[config.mk]
export PLATFORM = sky130hd
export DESIGN_NAME = aesctr_ram
export DESIGN_NICKNAME = d
export VERILOG_FILES = /design/src/rtl/aesctr_ram.sv
export SDC_FILE = /design/constraint.sdc
export NUM_CORES = 1
export LEC_CHECK = 0
export BUFFER_PORTS_ARGS = -buffer_cell sky130_fd_sc_hd__buf_2
export CAP_MARGIN = 20
export CORE_MARGIN = 3
export CORE_UTILIZATION = 61
export CTS_CLUSTER_DIAMETER = 50
export DETAILED_ROUTE_END_ITERATION = 12
export HOLD_SLACK_MARGIN = 0.12
export PLACE_DENSITY = 0.77
export SYNTH_ARGS = -nofsm -noshare
export SYNTH_HDL_FRONTEND = slang
export SYNTH_SLANG_ARGS = --single-unit
[constraint.sdc]
create_clock -name clk -period 8.95 [get_ports clk]
set_clock_uncertainty 0.2 [all_clocks]
set_input_delay 0.895 -clock clk [delete_from_list [all_inputs] [get_ports clk]]
set_output_delay 0.895 -clock clk [all_outputs]
set_load 0.1 [all_outputs]
[src/rtl/aesctr_ram.sv]
// Generic single-write, single-read RAM with registered read data.
module aesctr_ram #(
  parameter int WIDTH = 64,
  parameter int DEPTH = 16
) (
  input  logic                     clk,
  input  logic                     we,
  input  logic [$clog2(DEPTH)-1:0] waddr,
  input  logic [WIDTH-1:0]         wdata,
  input  logic [$clog2(DEPTH)-1:0] raddr,
  output logic [WIDTH-1:0]         rdata
);

  logic [WIDTH-1:0] mem [DEPTH];

  always_ff @(posedge clk) begin
    if (we) begin
      mem[waddr] <= wdata;
    end
    rdata <= mem[raddr];
  end

endmodule

==> results.md <==
* Flop pwr share at 0.532
* Placement-stage cell area at 41300 µm²
* HPWL after detailed placement at 39300 µm
* Drt pass-1 iters at 5
* Initial Util at 0.622
* Worst Hold End: mem[1][62]
* Main synth FF type: edfxtp_1
* Register area share after synthesis at 0.809
* Pwr dens at 241 nW/µm²
* Syn Inst Count at 1647
* Seq cells post-synth at 1088
* EDFF count, synth at 1024
* Crit-path max FO at 112
* Slowest cell on crit path: buf_4
* Routability cong. at 0.721
* Hold Vio Cnt, Final at 0
* Slew HR at 0.257
* # resized after CTS at 0
* Share of layout cells above drive strength 1 at 0.316
* Critical Path Max Stage Delay at 1.00 ns
* Drt first-iter violations at 2283
* P_leak at 14.4 nW
* Commonest cells in the netlist: 1024 x edfxtp_1, 256 x mux4_2, 128 x a22oi_1
* IO Port Bufs at 137
* Die Height at 261 µm
* Slew @ Worst Pin at 1.11 ns
* Net Sw Frac at 0.221
* Synth area leader: edfxtp_1
* Fin crit share at 0.356
* Slew Limit Fails at 0
* Hold Path Class: in2reg
* Crit. End Element: flip-flop
* Die area at 68000 µm²
* Avg Cell Area, Syn at 24.0 µm²
* Vias per std cell at 6.57
* WL/cell at 30.3 µm
* Area delta synth->final at 13.0%
* Reg2Reg Depth at 3
* Startpoint Class: primary input
* Core area at 63700 µm²
* Post-Synthesis Cell Area at 39600 µm²
* ANT nets after route at 0
* Nets at 1912
* Setup_tns at 0 ns
* Most frequent cell after synthesis: edfxtp_1
* GRT overflow at 0
* Worst reg-to-reg setup slack at 7.33 ns
* Die width at 261 µm
* Clock buffer depth at 3
* Largest net degree at the start of global routing at 113
* Fill count at 3563
* Post-synth ARST share at 0
* Design area at 44700 µm²
* CTS root buffer: clkbuf_16
* Setup violators final at 0
* Ports at 138
* Std-Cell Rows at 92
* H-tree Lvls at 3
* Arr. time, crit path at 3.52 ns
* Syn. warnings at 0
* Clk pwr share at 0.402
* Kind of critical path: in2reg
* Combinational power share at 0.067
* Post-Syn Nets at 1721
* Vias in the first global route at 19000
* MaxCap Viol Count at 0
* Hold Path Stages at 1
* Fmax at 314 MHz
* # hold bufs at CTS at 0
* DRC violations left at 0
* Routed WL at 84300 µm
* First-pass GRT wire length at 125000 µm
* Status: finished, final reports clean
* Critical R2R Capture: rdata[33]
* Hold_sp: wdata[62]
* Top cell type's share of synthesized area at 0.777
* Setup Buffers After CTS at 0
* CTS tree: done
* CP required at 9.28 ns
* Maximum vdd drop at 0.000219 V
* Cts bufs inserted at 104
* Worst Hold Slack at 0.417 ns
* Gr usage total at 0.256
* Synth top area cells: edfxtp_1 78%, mux4_2 15%, dfxtp_1 3.2%
* Clock Latency Late Sink at 0.65 ns
* RSZ-0062 raised after global routing: false
* Worst r2r src: mem[11][33]
* Clock Sink Count at 1088
* Clk pin slew, worst setup/hold paths at 0.06 ns
* Distinct cell type count after synthesis at 18
* CP Cell Sequence: buf_8 > buf_4 > mux4_2 > a22oi_1 > nand2_1
* P_sw at 2.39 mW
* Crit path time final at 3.19 ns
* Total number of vias at 18200
* P_int at 8.40 mW
* Initial antenna violation count at 10
==> how the worst max path moves through the flow <==
| stage | from | endpoint | cells after the start |
|---|---|---|---|
| 3_5_place_dp | waddr[2] | mem[3][8] | 4 |
| 2_1_floorplan | waddr[2] | mem[0][0] | 2 |
| 6_report | raddr[1] | rdata[39] | 5 |
| 4_1_cts | waddr[0] | mem[14][19] | 4 |
| 5_1_grt | raddr[1] | rdata[39] | 5 |
| 3_3_place_gp | raddr[1] | rdata[30] | 5 |
==> cell usage in the layout, fill, tap and decap left out, drive strengths merged <==
master    netlist  routed
nor2           13      13
dfxtp          64      64
clkbuf         36     142
nand2          65      65
mux4          256     256
clkinvlp        0       3
inv             0       5
diode           0       5
nand2b          2       2
bufinv          0       7
a22oi         128     128
clkinv          0      38
nand3           1       1
and2            1       1
nor3            4       4
nor2b           2       2
edfxtp       1024    1024
buf            48     169
or3b            1       1
nand3b          2       2
==> worst max-delay path: cells and delay by family <==
kind	cells	cell delay, ns
buffers and inverters	2	1.64
multiplexers	1	0.42
AO/OA/AOI/OAI	1	0.25
AND/OR/NAND/NOR	1	0.09
==> power by group through the flow <==
stage                     Sequential (mW)  Combinational (mW)  Clock [mW]
after floorplan                      6.08               0.271           0
after global placement               5.83               0.707           0
after detailed placement             5.84               0.720           0
after CTS                            5.74               0.725        4.40
after global routing                 5.74               0.758        4.60
final                                5.74               0.720        4.33
==> per-layer routing <==
layer	GRT usage	vias up	wire, µm
li1	-	7439	-
met1	0.366	9551	31400
met2	0.399	1084	41400
met3	0.0654	163	9360
met4	0.0808	12	1980
met5	0	-	84
==> registers in the layout, indices dropped and copies added (netlist names) <==
register and flops:
mem 1024, rdata 64
==> per-stage QoR <==
| step | power [mW] | worst slack [ns] | utilization | instances |
|---|---|---|---|---|
| 4_1_cts | 10.9 | 5.79 | 0.702 | 2772 |
| 3_3_place_gp | 6.54 | 5.20 | 0.649 | 2577 |
| 5_1_grt | 11.1 | 5.66 | 0.703 | 2774 |
| 2_1_floorplan | 6.35 | 2.43 | - | 1647 |
| 6_report | 10.8 | 5.76 | 0.703 | 2778 |
| 3_5_place_dp | 6.56 | 5.15 | 0.649 | 2577 |
==> kinds of logic after synthesis <==
kind of cell / Yosys count / synth area share
flip-flops: 1088 / 0.809
multiplexers: 256 / 0.146
AO/OA/AOI/OAI: 128 / 0.0243
AND/OR/NAND/NOR: 91 / 0.00942
buffers and inverters: 84 / 0.0114
==> area by class of cell <==
class,count,area [µm²],share of cell area
Sequential cell,1088,32000,0.716
Clock inverter,53,470,0.0105
Multi-Input combinational cell,475,7230,0.162
Antenna cell,5,12.5,0.000280
Clock buffer,142,2950,0.0659
Timing Repair Buffer,169,983,0.0220
Tap cell,846,1060,0.0237
Note: power is estimated with default switching activity, not from simulation.
